### src/design/luf_pkg.sv
// luf_pkg: shared types and constants for the list union-find engine
// used by luf_ctrl, luf_datapath and list_union_find_kruskal
`timescale 1ns / 1ps
package luf_pkg;

  localparam int CITY_W  = 10;
  localparam int SIZE_W  = 11;
  localparam int WSUM_W  = 26;
  localparam int EWGT_W  = 16;
  localparam int ACT_W   = 3;
  localparam int PDATA_W = 32;
  localparam int PADDR_W = 2;

  localparam logic [SIZE_W-1:0] SIZE_SAT = 11'd2047;
  localparam logic [WSUM_W-1:0] WSUM_SAT = 26'h3FF_FFFF;
  localparam logic [SIZE_W-1:0] CITY_COUNT_RST = 11'd1024;
  localparam logic [PADDR_W-1:0] ADDR_CITY_COUNT = 2'd0;

  typedef enum logic [ACT_W-1:0] {
    ACT_ADD  = 3'd0,
    ACT_EDGE = 3'd1,
    ACT_CMP  = 3'd2,
    ACT_SIZE = 3'd3,
    ACT_WSUM = 3'd4,
    ACT_KTH  = 3'd5
  } act_t;

  typedef enum logic [3:0] {
    ST_IDLE,
    ST_ADD,
    ST_RA,
    ST_CAPA,
    ST_SETA,
    ST_RB,
    ST_CAPB,
    ST_SETB,
    ST_DECIDE,
    ST_WSTART,
    ST_WALK,
    ST_LINK,
    ST_KWALK,
    ST_FIN
  } state_t;

  typedef struct packed {
    logic load_in;
    logic wr_add;
    logic rd_lead;
    logic lead_sel_b;
    logic cap_la;
    logic cap_lb;
    logic rd_set;
    logic cap_sa;
    logic cap_sb;
    logic cap_win;
    logic walk_start_lose;
    logic walk_start_la;
    logic walk_step;
    logic merge_wr;
    logic out_load;
  } cmd_t;

  typedef struct packed {
    logic [ACT_W-1:0] act;
    logic same_set;
    logic cur_ok;
    logic cnt_lt_max;
    logic cnt_lt_k;
    logic out_free;
  } status_t;

endpackage

### src/design/luf_ctrl.sv
// luf_ctrl: sequencer for the list union-find engine
// depends on luf_pkg; drives luf_datapath through cmd_t, reads status_t
`timescale 1ns / 1ps
module luf_ctrl (
  input  logic             clk,
  input  logic             rst,
  input  logic             in_valid,
  output logic             in_ready,
  input  luf_pkg::status_t status,
  output luf_pkg::cmd_t    cmd
);
  import luf_pkg::*;

  state_t state, state_next;
  logic   post, post_next;

  always_ff @(posedge clk) begin
    if (rst) begin
      state <= ST_IDLE;
      post  <= 1'b0;
    end else begin
      state <= state_next;
      post  <= post_next;
    end
  end

  always_comb begin
    state_next = state;
    post_next  = post;
    cmd        = '0;
    in_ready   = 1'b0;
    unique case (state)
      ST_IDLE: begin
        in_ready = 1'b1;
        if (in_valid) begin
          cmd.load_in = 1'b1;
          post_next   = 1'b0;
          state_next  = ST_RA;
        end
      end
      ST_ADD: begin
        cmd.wr_add = 1'b1;
        state_next = ST_RA;
      end
      ST_RA: begin
        case (status.act) inside
          ACT_ADD: begin
            if (post) begin
              cmd.rd_lead = 1'b1;
              state_next  = ST_CAPA;
            end else begin
              post_next  = 1'b1;
              state_next = ST_ADD;
            end
          end
          ACT_EDGE, ACT_CMP, ACT_SIZE, ACT_WSUM, ACT_KTH: begin
            cmd.rd_lead = 1'b1;
            state_next  = ST_CAPA;
          end
          default: state_next = ST_FIN;
        endcase
      end
      ST_CAPA: begin
        cmd.cap_la = 1'b1;
        cmd.rd_set = 1'b1;
        state_next = ST_SETA;
      end
      ST_SETA: begin
        cmd.cap_sa = 1'b1;
        if (post) begin
          state_next = ST_FIN;
        end else begin
          case (status.act) inside
            ACT_EDGE, ACT_CMP: state_next = ST_RB;
            ACT_KTH: begin
              cmd.walk_start_la = 1'b1;
              state_next        = ST_KWALK;
            end
            default: state_next = ST_FIN;
          endcase
        end
      end
      ST_RB: begin
        cmd.rd_lead    = 1'b1;
        cmd.lead_sel_b = 1'b1;
        state_next     = ST_CAPB;
      end
      ST_CAPB: begin
        cmd.cap_lb = 1'b1;
        cmd.rd_set = 1'b1;
        state_next = ST_SETB;
      end
      ST_SETB: begin
        cmd.cap_sb = 1'b1;
        if (status.act == ACT_EDGE && !status.same_set) begin
          state_next = ST_DECIDE;
        end else begin
          state_next = ST_FIN;
        end
      end
      ST_DECIDE: begin
        cmd.cap_win = 1'b1;
        state_next  = ST_WSTART;
      end
      ST_WSTART: begin
        cmd.walk_start_lose = 1'b1;
        state_next          = ST_WALK;
      end
      ST_WALK: begin
        if (status.cur_ok && status.cnt_lt_max) begin
          cmd.walk_step = 1'b1;
        end else begin
          state_next = ST_LINK;
        end
      end
      ST_LINK: begin
        cmd.merge_wr = 1'b1;
        post_next    = 1'b1;
        state_next   = ST_RA;
      end
      ST_KWALK: begin
        if (status.cur_ok && status.cnt_lt_k) begin
          cmd.walk_step = 1'b1;
        end else begin
          state_next = ST_FIN;
        end
      end
      ST_FIN: begin
        if (status.out_free) begin
          cmd.out_load = 1'b1;
          state_next   = ST_IDLE;
        end
      end
      default: state_next = ST_IDLE;
    endcase
  end

endmodule

### config.mk
export PLATFORM = sky130hd
export DESIGN_NAME = luf_ctrl
export DESIGN_NICKNAME = d
export VERILOG_FILES = /design/src/design/luf_pkg.sv /design/src/design/luf_ctrl.sv
export SDC_FILE = /design/constraint.sdc
export NUM_CORES = 1
export LEC_CHECK = 0
export BUFFER_PORTS_ARGS = -buffer_cell sky130_fd_sc_hd__buf_2
export CELL_PAD_IN_SITES_DETAIL_PLACEMENT = 0
export CELL_PAD_IN_SITES_GLOBAL_PLACEMENT = 1
export CORE_MARGIN = 3
export CORE_UTILIZATION = 30
export DETAILED_ROUTE_END_ITERATION = 7
export GPL_ROUTABILITY_DRIVEN = 0
export MAX_ROUTING_LAYER = met4
export PLACE_DENSITY_LB_ADDON = 0.08
export SLEW_MARGIN = 20
export SYNTH_ARGS = -nofsm -noshare
export SYNTH_HDL_FRONTEND = slang
export SYNTH_SLANG_ARGS = --single-unit
### constraint.sdc
create_clock -name clk -period 1.8 [get_ports clk]
set_input_delay 0 -clock clk [delete_from_list [all_inputs] [get_ports clk]]
set_output_delay 0 -clock clk [all_outputs]
set_load 0.1 [all_outputs]
== Word level (Yosys, flattened, before mapping) ==
Index checks and enable logic that the tools add are counted.

* Flip-flop bits (word level): 5
* Latch bits: 0
* RAM bits: 0
* Memory bits (read-only): 0
* Bits of input ports: 11
* Output and inout bits: 16
* Word-level logic and storage cells: 79
* Memories kept: 0

* $add $sub $neg: 0
* Multipliers: 0
* Divide/modulo/power cells: 0
* Magnitude comparators: 0
* Eq/ne operators: 23
* Shifts and indexed selects: 0
* Multiplexer cells: 41
* Bitwise logic cells: 0
* Reduce and logical (&&, ||, !) cells: 13

{| class="wikitable"
|+ Operators with widths
! operator !! number
|-
| case mux 4 bit (13 select lines) || 1
|-
| two-way mux 4 bit || 8
|-
| two-way mux 1 bit || 27
|-
| == test 4 bit, second input constant || 6
|-
| == test 4 x 3 -> 1 bit, second input constant || 4
|-
| != test 2 bit, second input constant || 5
|-
| == test 4 x 2 -> 1 bit, second input constant || 2
|-
| == test 3 x 2 -> 1 bit, second input constant || 2
|-
| == test 3 bit, second input constant || 2
|-
| OR reduction 2 bit || 3
|-
| OR reduction 5 bit || 1
|-
| == test 4 x 1 -> 1 bit, second input constant || 1
|-
| logical NOT 4 bit || 1
|-
| case mux 1 bit (2 select lines) || 2
|-
| AND reduction 4 bit || 1
|-
| == test 3 x 1 -> 1 bit, second input constant || 1
|-
| logical AND 1 bit || 3
|-
| logical NOT 3 bit || 1
|-
| two-way mux 3 bit || 1
|-
| case mux 1 bit (3 select lines) || 1
|-
| AND reduction 3 bit || 1
|-
| nonzero test 3 bit || 1
|-
| two-way mux 2 bit || 1
|-
| logical NOT 1 bit || 1
|}

== Depth between registers and ports, before layout ==
Gate-level depths: netlist (run 1).

* Word-level depth: 5
* Mapped depth: 6

== Worst setup path before layout (run 1) ==
No wires, ideal clock.

* Kind: register to output
* Start: register state[0]
* End: output cmd[14] (netlist bit)
* Arrival time: 4.500 ns
* Data required time: 1.800 ns
* Path slack: -2.700 ns
* Stages on the path, launching flop included: 5
* Buffers on the path: 1
* Cells stage by stage: dfxtp_1 buf_2 nor4_1 nand2_1 inv_1

{| class="wikitable"
|+ RTL lines
! what !! line !! source
|-
| start: declaration || luf_ctrl.sv:14 || <nowiki>state_t state, state_next;</nowiki>
|-
| start signal: assignment || luf_ctrl.sv:22 || <nowiki>state <= state_next;</nowiki>
|-
| end: declaration || luf_ctrl.sv:10 || <nowiki>output luf_pkg::cmd_t cmd</nowiki>
|}

==> summary.md, run 1 <==
| Metric | Value |
|---|---|
| Outcome | `finished clean` |
| Max-slew violation total from the final report | `0` |
| Core area | `around 1800 sq um` |
| Post-route standard cell area excluding fillers | `1090 sq um` |
| Number of antenna violations at the first check in global routing | `0` |
| Final instance count without filler cells | `141` |
| First-iteration detailed-routing DRC count | `15` |
| Net count of the finished layout | `~130` |
| Vias in the first global route | `roughly 700` |
| Async set-reset flop share out of synthesis | `0` |
| TritonCTS clock tree | `done` |
| Die ar. | `2530 sq um` |
| Setup crit end kind | `primary output` |
| Power density over the cells | `~1800 nW/um^2` |
| Initial core utilization | `0.331` |
| Final Routed Wirelength | `between 1.5 and 2 mm` |
| Worst-margin pin slew | `~470 ps` |
| Number of top-level pins | `27` |
| Flip-flop and latch count after synthesis | `5` |
| Final worst slack | `roughly 100 ps` |
| Slew Limit Headroom | `0.680` |
| Share of final-layout standard cells stronger than drive strength 1 | `0.457` |
| Endpoint arrival time on the critical path | `around 1700 ps` |
| Sequential fraction of the synthesis area | `0.170` |
| Most used DFF post-synth | `sky130_fd_sc_hd__dfxtp_1` |
| Count of unique library cells instantiated by Yosys | `37` |
| Largest net degree at the start of global routing | `18` |
| Clock transition at the register clock pins on the worst setup and hold paths after CTS | `40 ps` |
| Chip width | `slightly above 50 um` |
| Share of the synthesized area in the top cell type | `0.170` |
| Final worst-path cycle share | `0.943` |
| Count of mapped cells out of synthesis | `85` |
| Die height | `50.3 um` |
| Detailed-route vias per instance | `between 5 and 6` |
| Highest ir drop seen on vdd | `1.24 mV` |
| Syn_area_per_cell | `around 6.9 sq um` |
| Worst-path cell chain | `inv_1, nor4_4, buf_2` |
| Setup slack at placement | `164 ps` |
| First-pass detailed-route iteration total | `4` |
| CTS max path bufs | `2` |
| Worst hold path class | `input pin to flip-flop` |
| Maximum level of the CTS H-tree | `1` |
| Delay of the slowest critical-path stage | `around 520 ps` |
| Classification of the worst setup path | `flip-flop to primary output` |
| Largest fanout on the critical path | `15` |
| Overflow left after global routing | `0` |
| Layout Area Growth over Synthesis | `85.6%` |
| First-pass GRT wire length | `slightly above 3 mm` |
| Standard-cell row count | `15` |
| Antenna Diode Count | `0` |
| Leading post-synthesis cells by cell area | `sky130_fd_sc_hd__dfxtp_1 (17%), sky130_fd_sc_hd__nor2_1 (6.4%), sky130_fd_sc_hd__nor3_1 (5.9%)` |
| Cell area after synthesis | `slightly below 600 sq um` |
| Max-cap violations | `0` |
| Number of I/O port buffers | `26` |
| Accumulated negative setup slack | `0 ps` |
| Drc violations | `0` |
| Post-placement cell count | `136` |
| Antenna Violating Nets Remaining | `0` |
| Placed instance area | `between 1000 and 1500 sq um` |
| Library cell with the largest summed area after synthesis | `sky130_fd_sc_hd__dfxtp_1` |
| Element type at the critical path start | `flip-flop` |
| Worst Path Required | `around 1800 ps` |
| Count of flip-flops with a built-in enable after synthesis | `0` |
| Root Buffer | `sky130_fd_sc_hd__clkbuf_4` |
| Leakage power | `0.453 nW` |
| Number of setup violations in the final report | `0` |
| Clock sinks | `5` |
| Unrepaired setup endpoints after global routing | `no` |
| Ys Warns | `0` |
| Clock Skews | `1.68 ps` |
| Via count | `768` |
| Overall fraction of global-route tracks in use | `0.165` |
| Post-DP HPWL | `~1.5 mm` |
| Total power draw | `~2 mW` |
| Top library cells by usage in the layout, fill and taps aside | `sky130_fd_sc_hd__buf_2 (13), sky130_fd_sc_hd__buf_12 (13), sky130_fd_sc_hd__inv_1 (6), sky130_fd_sc_hd__buf_4 (6)` |
| Clock latency on the worst-skew pair | `about 250 ps` |
| Final worst path period need | `around 1700 ps` |
| Number of buffers created by CTS | `3` |
| Cell at the slowest stage of the critical path | `sky130_fd_sc_hd__dfxtp_2` |
| Final number of hold-violating endpoints | `0` |
| Max Fclk | `a little under 600 MHz` |
| Routed wire per std cell | `13.7 um` |
| Synth Net Count | `96` |
cells by family after synthesis:
kind of cell | share of synthesized area
flip-flops | 0.170
AND/OR/NAND/NOR | 0.399
buffers and inverters | 0.0934
XOR/XNOR | 0.0149
AO/OA/AOI/OAI | 0.289
adder cells (fa/ha/maj) | 0.0340
worst paths after layout:
| kind | startpoint | end | slack, ps | depth (start not counted) |
|---|---|---|---|---|
| hold reg to reg | post$_SDFFE_PP0P_ | post$_SDFFE_PP0P_ | 630 | 2 |
| hold / removal | status[2] | state[1]$_SDFFE_PP0P_ | 60 | 3 |
| setup reg to reg | state[3]$_SDFFE_PP0P_ | state[3]$_SDFFE_PP0P_ | 190 | 4 |
| setup / recovery | state[3]$_SDFFE_PP0P_ | cmd[5] | 100 | 3 |
worst max-delay path: cells and delay by family (launching register included):
kind / cells / cell delay (ps)
buffers and inverters: 2 / 660
flip-flops: 1 / 520
AND/OR/NAND/NOR: 1 / 260
state kept, by name, summed over array words and instances, names as in the netlist:
name,cells
state,4
post,1
Yosys cell counts (3+ instances only):
cell type	count
sky130_fd_sc_hd__inv_1	7
sky130_fd_sc_hd__nand2b_1	3
sky130_fd_sc_hd__nor3_1	7
sky130_fd_sc_hd__nand2_1	5
sky130_fd_sc_hd__nand4b_1	3
sky130_fd_sc_hd__dfxtp_1	5
sky130_fd_sc_hd__and3b_1	3
sky130_fd_sc_hd__buf_2	5
sky130_fd_sc_hd__a31oi_1	3
sky130_fd_sc_hd__nor2_1	10
metal layers:
layer	global-route usage	routed length, um	part of all wire	vias up
li1	-	-	-	383
met1	0.214	870	0.45	348
met2	0.228	871	0.45	29
met3	0.0445	113	0.059	8
met4	0.0942	69	0.036	0
met5	-	0	0	-
layout make-up:
type	instances	area [sq um]
clock buffer	4	26.3
fill	164	689
tap	25	31.3
timing repair buffer	33	380
inverter	7	30.0
sequential	5	101
multi-input combinational	67	524
power by group:
part           switching [mW]  internal, mW
sequential             0.0882         0.151
combinational            1.07         0.524
clock                  0.0517        0.0841
total                    1.21         0.759
what timing repair did:
item,CTS,global route
buffers inserted,0,0
setup endpoints to repair,0,2
gates resized for setup,0,1
hold endpoints to repair,2,0
hold buffers,1,0
stage by stage:
stage                     hold slack (ps)   util
after floorplan                      72.1      -
after global routing                 90.8  0.613
after detailed placement              253  0.591
final                                60.5  0.613
after global placement                246  0.591
after CTS                            66.1  0.611
(Power assumes the default switching activity.)
==> run 2: changes to the inputs <==
Settings changed: ABC_AREA from default to 1, CORE_UTILIZATION 30 to 27.
==> run 2 against run 1 <==
Cell count rose by 24%. Critical path type unchanged. Highest routed layer unchanged. Non-clock buffer count fell by 6. Setup slack better by 41 ps. Sequential share of layout area rose by 3.4 points.
==> summary.md, run 2 <==
| Metric | Value |
|---|---|
| Outcome | `finished clean` |
| Flip-flop count of the largest register after layout | `4` |
| First-iteration detailed-routing DRC count | `18` |
| Final Routed Wirelength | `between 1.5 and 2 mm` |
| Layout Area Growth over Synthesis | `37.9%` |
| Flip-flop and latch count after synthesis | `5` |
| Count of unique library cells instantiated by Yosys | `14` |
| Die ar. | `about 2700 sq um` |
| Accumulated negative setup slack | `0 ps` |
| Die height | `about 52 um` |
| Clock sinks | `5` |
| Overall fraction of global-route tracks in use | `0.145` |
| Largest regs | `state (4), post (1)` |
| Share of the synthesized area in the top cell type | `0.275` |
| Antenna Diode Count | `0` |
| Most used DFF post-synth | `sky130_fd_sc_hd__dfxtp_1` |
| Count of mapped cells out of synthesis | `117` |
| Final number of hold-violating endpoints | `0` |
| Chip width | `52.1 um` |
| Via count | `796` |
| Ys Warns | `0` |
| Net count of the finished layout | `160` |
| Vias in the first global route | `around 670` |
| First-pass GRT wire length | `roughly 2.8 mm` |
| Highest ir drop seen on vdd | `slightly below 2 mV` |
| Clock transition at the register clock pins on the worst setup and hold paths after CTS | `approximately 40 ps` |
| TritonCTS clock tree | `done` |
| Unrepaired setup endpoints after global routing | `no` |
| Syn_area_per_cell | `~4.9 sq um` |
| Overflow left after global routing | `0` |
| Most frequent standard cell in the layout excluding fill and tap cells | `sky130_fd_sc_hd__nand2_1` |
| Detailed-route vias per instance | `between 4 and 5` |
| Standard-cell row count | `16` |
| Clock Skews | `about 1.1 ps` |
| Final instance count without filler cells | `175` |
| Largest fanout on the critical path | `5` |
| Number of antenna violations at the first check in global routing | `0` |
| Total power draw | `~1.5 mW` |
| Sequential fraction of the synthesis area | `0.174` |
| Most numerous cell types in the synthesized netlist | `sky130_fd_sc_hd__nand2_1 (42), sky130_fd_sc_hd__inv_1 (19), sky130_fd_sc_hd__nor2_1 (17)` |
| Root Buffer | `sky130_fd_sc_hd__clkbuf_4` |
| Leading post-synthesis cells by cell area | `sky130_fd_sc_hd__nand2_1 (27%), sky130_fd_sc_hd__dfxtp_1 (17%), sky130_fd_sc_hd__inv_1 (12%)` |
| Leakage power | `between 0.5 and 0.6 nW` |
| Antenna Violating Nets Remaining | `0` |
| Core area | `a little under 2000 sq um` |
| Share of final-layout standard cells stronger than drive strength 1 | `0.284` |
| Post-DP HPWL | `around 1.5 mm` |
| Largest register by flop count | `state` |
| Power density over the cells | `approximately 1900 nW/um^2` |
| Number of I/O port buffers | `26` |
| Element type at the critical path start | `flip-flop` |
| Synth Net Count | `128` |
| Number of setup violations in the final report | `0` |
| Maximum level of the CTS H-tree | `1` |
| Final worst slack | `around 140 ps` |
| First-pass detailed-route iteration total | `4` |
| Max Fclk | `603 MHz` |
| Number of buffers created by CTS | `3` |
| Worst hold path class | `input pin to flip-flop` |
| Max-cap violations | `0` |
| Routed wire per std cell | `approximately 10 um` |
| CTS max path bufs | `2` |
| Top library cells by usage in the layout, fill and taps aside | `sky130_fd_sc_hd__nand2_1 (42), sky130_fd_sc_hd__buf_2 (26), sky130_fd_sc_hd__inv_1 (19), sky130_fd_sc_hd__nor2_1 (16), sky130_fd_sc_hd__nand3_1 (8)` |
| Cell area after synthesis | `approximately 570 sq um` |
| Setup crit end kind | `primary output` |
| Max-slew violation total from the final report | `0` |
| Final worst path period need | `around 1700 ps` |
| Post-placement cell count | `170` |
| Number of top-level pins | `27` |
| Drc violations | `0` |
| Initial core utilization | `0.290` |
| Final worst-path cycle share | `0.921` |
| Worst Path Required | `1800 ps` |
| Async set-reset flop share out of synthesis | `0` |
| Classification of the worst setup path | `flip-flop to primary output` |
| Worst-margin pin slew | `between 400 and 500 ps` |
| Setup slack at placement | `404 ps` |
| Endpoint arrival time on the critical path | `roughly 1700 ps` |
| Library cell with the largest summed area after synthesis | `sky130_fd_sc_hd__nand2_1` |
| Count of flip-flops with a built-in enable after synthesis | `0` |
| Slew Limit Headroom | `0.674` |
| Post-Route Utilization | `0.400` |
| Largest net degree at the start of global routing | `7` |
| Clock latency on the worst-skew pair | `between 200 and 300 ps` |
| Most common cell in the synthesized netlist | `sky130_fd_sc_hd__nand2_1` |
| Post-CTS repair timing setup buffer count | `0` |
-- run 2: area by class of cell --
| class | count | area, sq um |
|---|---|---|
| clock buffer | 4 | 26.3 |
| fill | 243 | 1190 |
| inverter | 22 | 82.6 |
| multi-input combinational | 90 | 409 |
| sequential | 5 | 100 |
| tap | 27 | 33.8 |
| timing repair buffer | 27 | 140 |
-- run 2: metrics by stage --
stage	hold slack [ps]	instance area [sq um]
after floorplan	69.1	592
after global placement	238	756
after detailed placement	241	756
after CTS	108	792
after global routing	146	792
final	123	792
-- run 2: cells by family (layout without fill, tap and decap cells) --
logic type,after synthesis,count (layout),synth area share
AND/OR/NAND/NOR,78,78,0.573
buffers and inverters,22,53,0.144
AO/OA/AOI/OAI,12,12,0.109
flip-flops,5,5,0.174
-- run 2: power breakdown --
part	total, mW	internal [mW]	switching [mW]
combinational	1.19	0.231	0.956
clock	0.135	0.0841	0.0505
sequential	0.210	0.153	0.0571
-- run 2: layer usage --
metal | share of wire | track usage
met1 | 0.46 | 0.177
met2 | 0.46 | 0.224
met3 | 0.068 | 0.0372
met4 | 0.0068 | 0.0611
met5 | 0 | -
-- run 2: path summary, 6_finish.rpt --
check | startpoint | end | slack [ps] | depth (start not counted)
hold / removal | status[0] | state[0]$_SDFFE_PP0P_ | 120 | 4
setup reg to reg | state[3]$_SDFFE_PP0P_ | state[3]$_SDFFE_PP0P_ | 500 | 8
hold reg to reg | post$_SDFFE_PP0P_ | post$_SDFFE_PP0P_ | 510 | 2
setup / recovery | state[0]$_SDFFE_PP0P_ | cmd[12] | 140 | 6
-- run 2: timing repair --
item | 4_1_cts | 5_1_grt
resized for setup | 0 | 0
endpoints found under the setup margin | 0 | 0
hold buffers | 1 | 0
endpoints found under the hold margin | 5 | 0
-- run 2: worst max-delay path: stages (launching register included) --
cell,delay [ps]
sky130_fd_sc_hd__dfxtp_1,330
sky130_fd_sc_hd__inv_1,100
sky130_fd_sc_hd__nand2_1,100
sky130_fd_sc_hd__nor2_1,230
sky130_fd_sc_hd__nand3_1,150
sky130_fd_sc_hd__nand2_1,80
sky130_fd_sc_hd__buf_2,420
==> run 3: changes to the inputs <==
Settings changed: CORE_UTILIZATION 27 to 24.
Clock period 1.8 ns to 1.4 ns, I/O delays scaled along.
==> run 3 against run 2 <==
Hold slack improved by 15 ps. Cell count increased by 2.3%. Die area increased by 11%. Power increased by 68%. Sequential share of layout area decreased by 3.1 points. Sequential cell count unchanged. Sequential power increased by 48%. Largest power group unchanged.
==> summary.md, run 3 (same netlist as run 2, synthesis figures left out) <==
| Metric | Value |
|---|---|
| Outcome | `finished clean` |
| Detailed-route vias per instance | `about 4.5` |
| Clock latency on the worst-skew pair | `around 240 ps` |
| Antenna Violating Nets Remaining | `0` |
| Share of final-layout standard cells stronger than drive strength 1 | `0.437` |
| Net count of the finished layout | `163` |
| Standard-cell row count | `17` |
| Largest fanout on the critical path | `5` |
| Leakage power | `slightly below 0.6 nW` |
| FILL cells | `around 230` |
| Share of total power in the clock network | `0.065` |
| Cell type group with the largest total delay on the critical path | `simple AND/OR/NAND/NOR gates` |
| Final worst-path cycle share | `0.953` |
| Final Routed Wirelength | `about 1.8 mm` |
| Worst slack on hold paths | `between 100 and 150 ps` |
| Core area | `about 2200 sq um` |
| Worst Path Required | `between 1000 and 1500 ps` |
| Post-DP HPWL | `roughly 1.6 mm` |
| Most frequent standard cell in the layout excluding fill and tap cells | `sky130_fd_sc_hd__nand2_1` |
| Power density over the cells | `between 2000 and 2500 nW/um^2` |
| First-pass GRT wire length | `roughly 2.9 mm` |
| Worst-margin pin slew | `between 200 and 250 ps` |
| Top library cells by usage in the layout, fill and taps aside | `sky130_fd_sc_hd__nand2_1 (37), sky130_fd_sc_hd__inv_1 (16), sky130_fd_sc_hd__buf_12 (16), sky130_fd_sc_hd__buf_2 (10), sky130_fd_sc_hd__nor2_1 (9)` |
| Delay of the slowest critical-path stage | `around 350 ps` |
| TritonCTS clock tree | `done` |
| Internal power summed over all cells | `1.02 mW` |
| First-iteration detailed-routing DRC count | `14` |
| Worst hold path class | `input pin to flip-flop` |
| Number of antenna violations at the first check in global routing | `0` |
| Worst-path cell chain | `inv_2, nand2_1, nor2_4, nand3_2, nand2_2, buf_12` |
| Setup crit end kind | `primary output` |
| Maximum level of the CTS H-tree | `1` |
| Slew Limit Headroom | `0.851` |
| Flip-flop count of the largest register after layout | `4` |
| Drc violations | `0` |
| Accumulated negative setup slack | `0 ps` |
| Multi-input combinational cell area | `490 sq um` |
| Element type at the critical path start | `flip-flop` |
| First-pass detailed-route iteration total | `4` |
| Final worst path period need | `between 1000 and 1500 ps` |
| Layout Area Growth over Synthesis | `100%` |
| Clock sinks | `5` |
| Number of I/O port buffers | `26` |
| Sequential cell area | `approximately 110 sq um` |
| Classification of the worst setup path | `flip-flop to primary output` |
| Largest regs | `state (4), post (1)` |
| Die ar. | `between 3000 and 4000 sq um` |
| Share of power burned in combinational logic | `0.814` |
| Clock Skews | `7.54 ps` |
| CTS max path bufs | `2` |
| Total power draw | `2.57 mW` |
| Final worst slack | `between 60 and 70 ps` |
| Endpoint arrival time on the critical path | `about 1300 ps` |
| Number of buffers and inverters on the critical path | `2` |
| Max-cap violations | `0` |
| Number of setup violations in the final report | `0` |
| Vias in the first global route | `roughly 720` |
| Max Fclk | `~750 MHz` |
| Die height | `about 55 um` |
| Final number of hold-violating endpoints | `0` |
| Routed wire per std cell | `10.3 um` |
| Largest net degree at the start of global routing | `7` |
| Setup slack at placement | `about 120 ps` |
| Post-Route Utilization | `0.515` |
| Switching part of the total | `0.604` |
| Max-slew violation total from the final report | `0` |
| Register-to-register setup slack | `roughly 140 ps` |
| Initial core utilization | `0.257` |
| Overall fraction of global-route tracks in use | `0.137` |
| Number of buffers created by CTS | `3` |
| Power share of the sequential group | `0.121` |
| Overflow left after global routing | `0` |
| Number of top-level pins | `27` |
| Highest ir drop seen on vdd | `1.84 mV` |
| Largest register by flop count | `state` |
| Root Buffer | `sky130_fd_sc_hd__clkbuf_4` |
| Chip width | `approximately 55 um` |
| Clock transition at the register clock pins on the worst setup and hold paths after CTS | `approximately 40 ps` |
| Reported net switching power | `around 1.6 mW` |
| Via count | `roughly 800` |
| Antenna Diode Count | `0` |
| Cell at the slowest stage of the critical path | `sky130_fd_sc_hd__dfxtp_2` |
## run 3: cell types whose count changed in the layout (fill, tap and decap cells not counted), moves of 3 or more
cell                      previous run  this run
sky130_fd_sc_hd__buf_2              26        10
sky130_fd_sc_hd__buf_4               0         3
sky130_fd_sc_hd__nand2_2             1         4
sky130_fd_sc_hd__dfxtp_1             5         1
sky130_fd_sc_hd__nor2_1             16         9
sky130_fd_sc_hd__buf_12              0        16
sky130_fd_sc_hd__inv_1              19        16
sky130_fd_sc_hd__nor2_4              1         6
sky130_fd_sc_hd__nand2_1            42        37
## run 3: area by class of cell
| class | count | area share |
|---|---|---|
| flip-flops and latches | 5 | 0.0957 |
| multi-input cells | 90 | 0.426 |
| well taps | 28 | 0.0304 |
| clock buffers | 4 | 0.0228 |
| repair buffers | 30 | 0.350 |
| inverters | 22 | 0.0750 |
## run 3: path summary, 6_finish.rpt
| check | from | endpoint | depth (start not counted) |
|---|---|---|---|
| worst max-delay path | state[0]$_SDFFE_PP0P_ | cmd[12] | 6 |
| worst min-delay path | status[0] | state[0]$_SDFFE_PP0P_ | 4 |
| worst max register to register | state[0]$_SDFFE_PP0P_ | state[3]$_SDFFE_PP0P_ | 10 |
| worst min register to register | post$_SDFFE_PP0P_ | post$_SDFFE_PP0P_ | 2 |
## run 3: repair_timing
item / CTS / global route
hold buffers: 1 / 0
endpoints found under the setup margin: 1 / 12
pin swaps: 0 / 1
resized for setup: 2 / 13
buffers inserted: 0 / 0
hold endpoints to repair: 5 / 0
## run 3: routing by layer
metal  track usage  routed length [um]  vias to the layer above
met5             -                   0                        -
met4       0.00810                  14                        0
met3        0.0483                 123                        2
met2         0.217                 916                       26
met1         0.177                 792                      352
li1              -                   -                      425
## run 3: stage by stage
stage,cell area [sq um],instances
2_1_floorplan,641,117
3_3_place_gp,1070,174
3_5_place_dp,1070,174
4_1_cts,1110,179
5_1_grt,1150,179
6_report,1150,179
## run 3: worst reg2reg max path, delay by kind of cell, from the launching register on
kind                   cells  cell delay, ps
buffers and inverters      3             270
DFF                        1             350
and+or+nand+nor            6             460
AOI/OAI and AO/OA          1             110
## run 3: power groups by stage
stage          logic, mW  clock network (mW)  registers (mW)
2_1_floorplan       1.36                   0           0.264
3_3_place_gp        2.02                   0           0.290
3_5_place_dp        2.01                   0           0.289
4_1_cts             2.04               0.175           0.286
5_1_grt             2.22               0.186           0.318
6_report            2.09               0.166           0.311
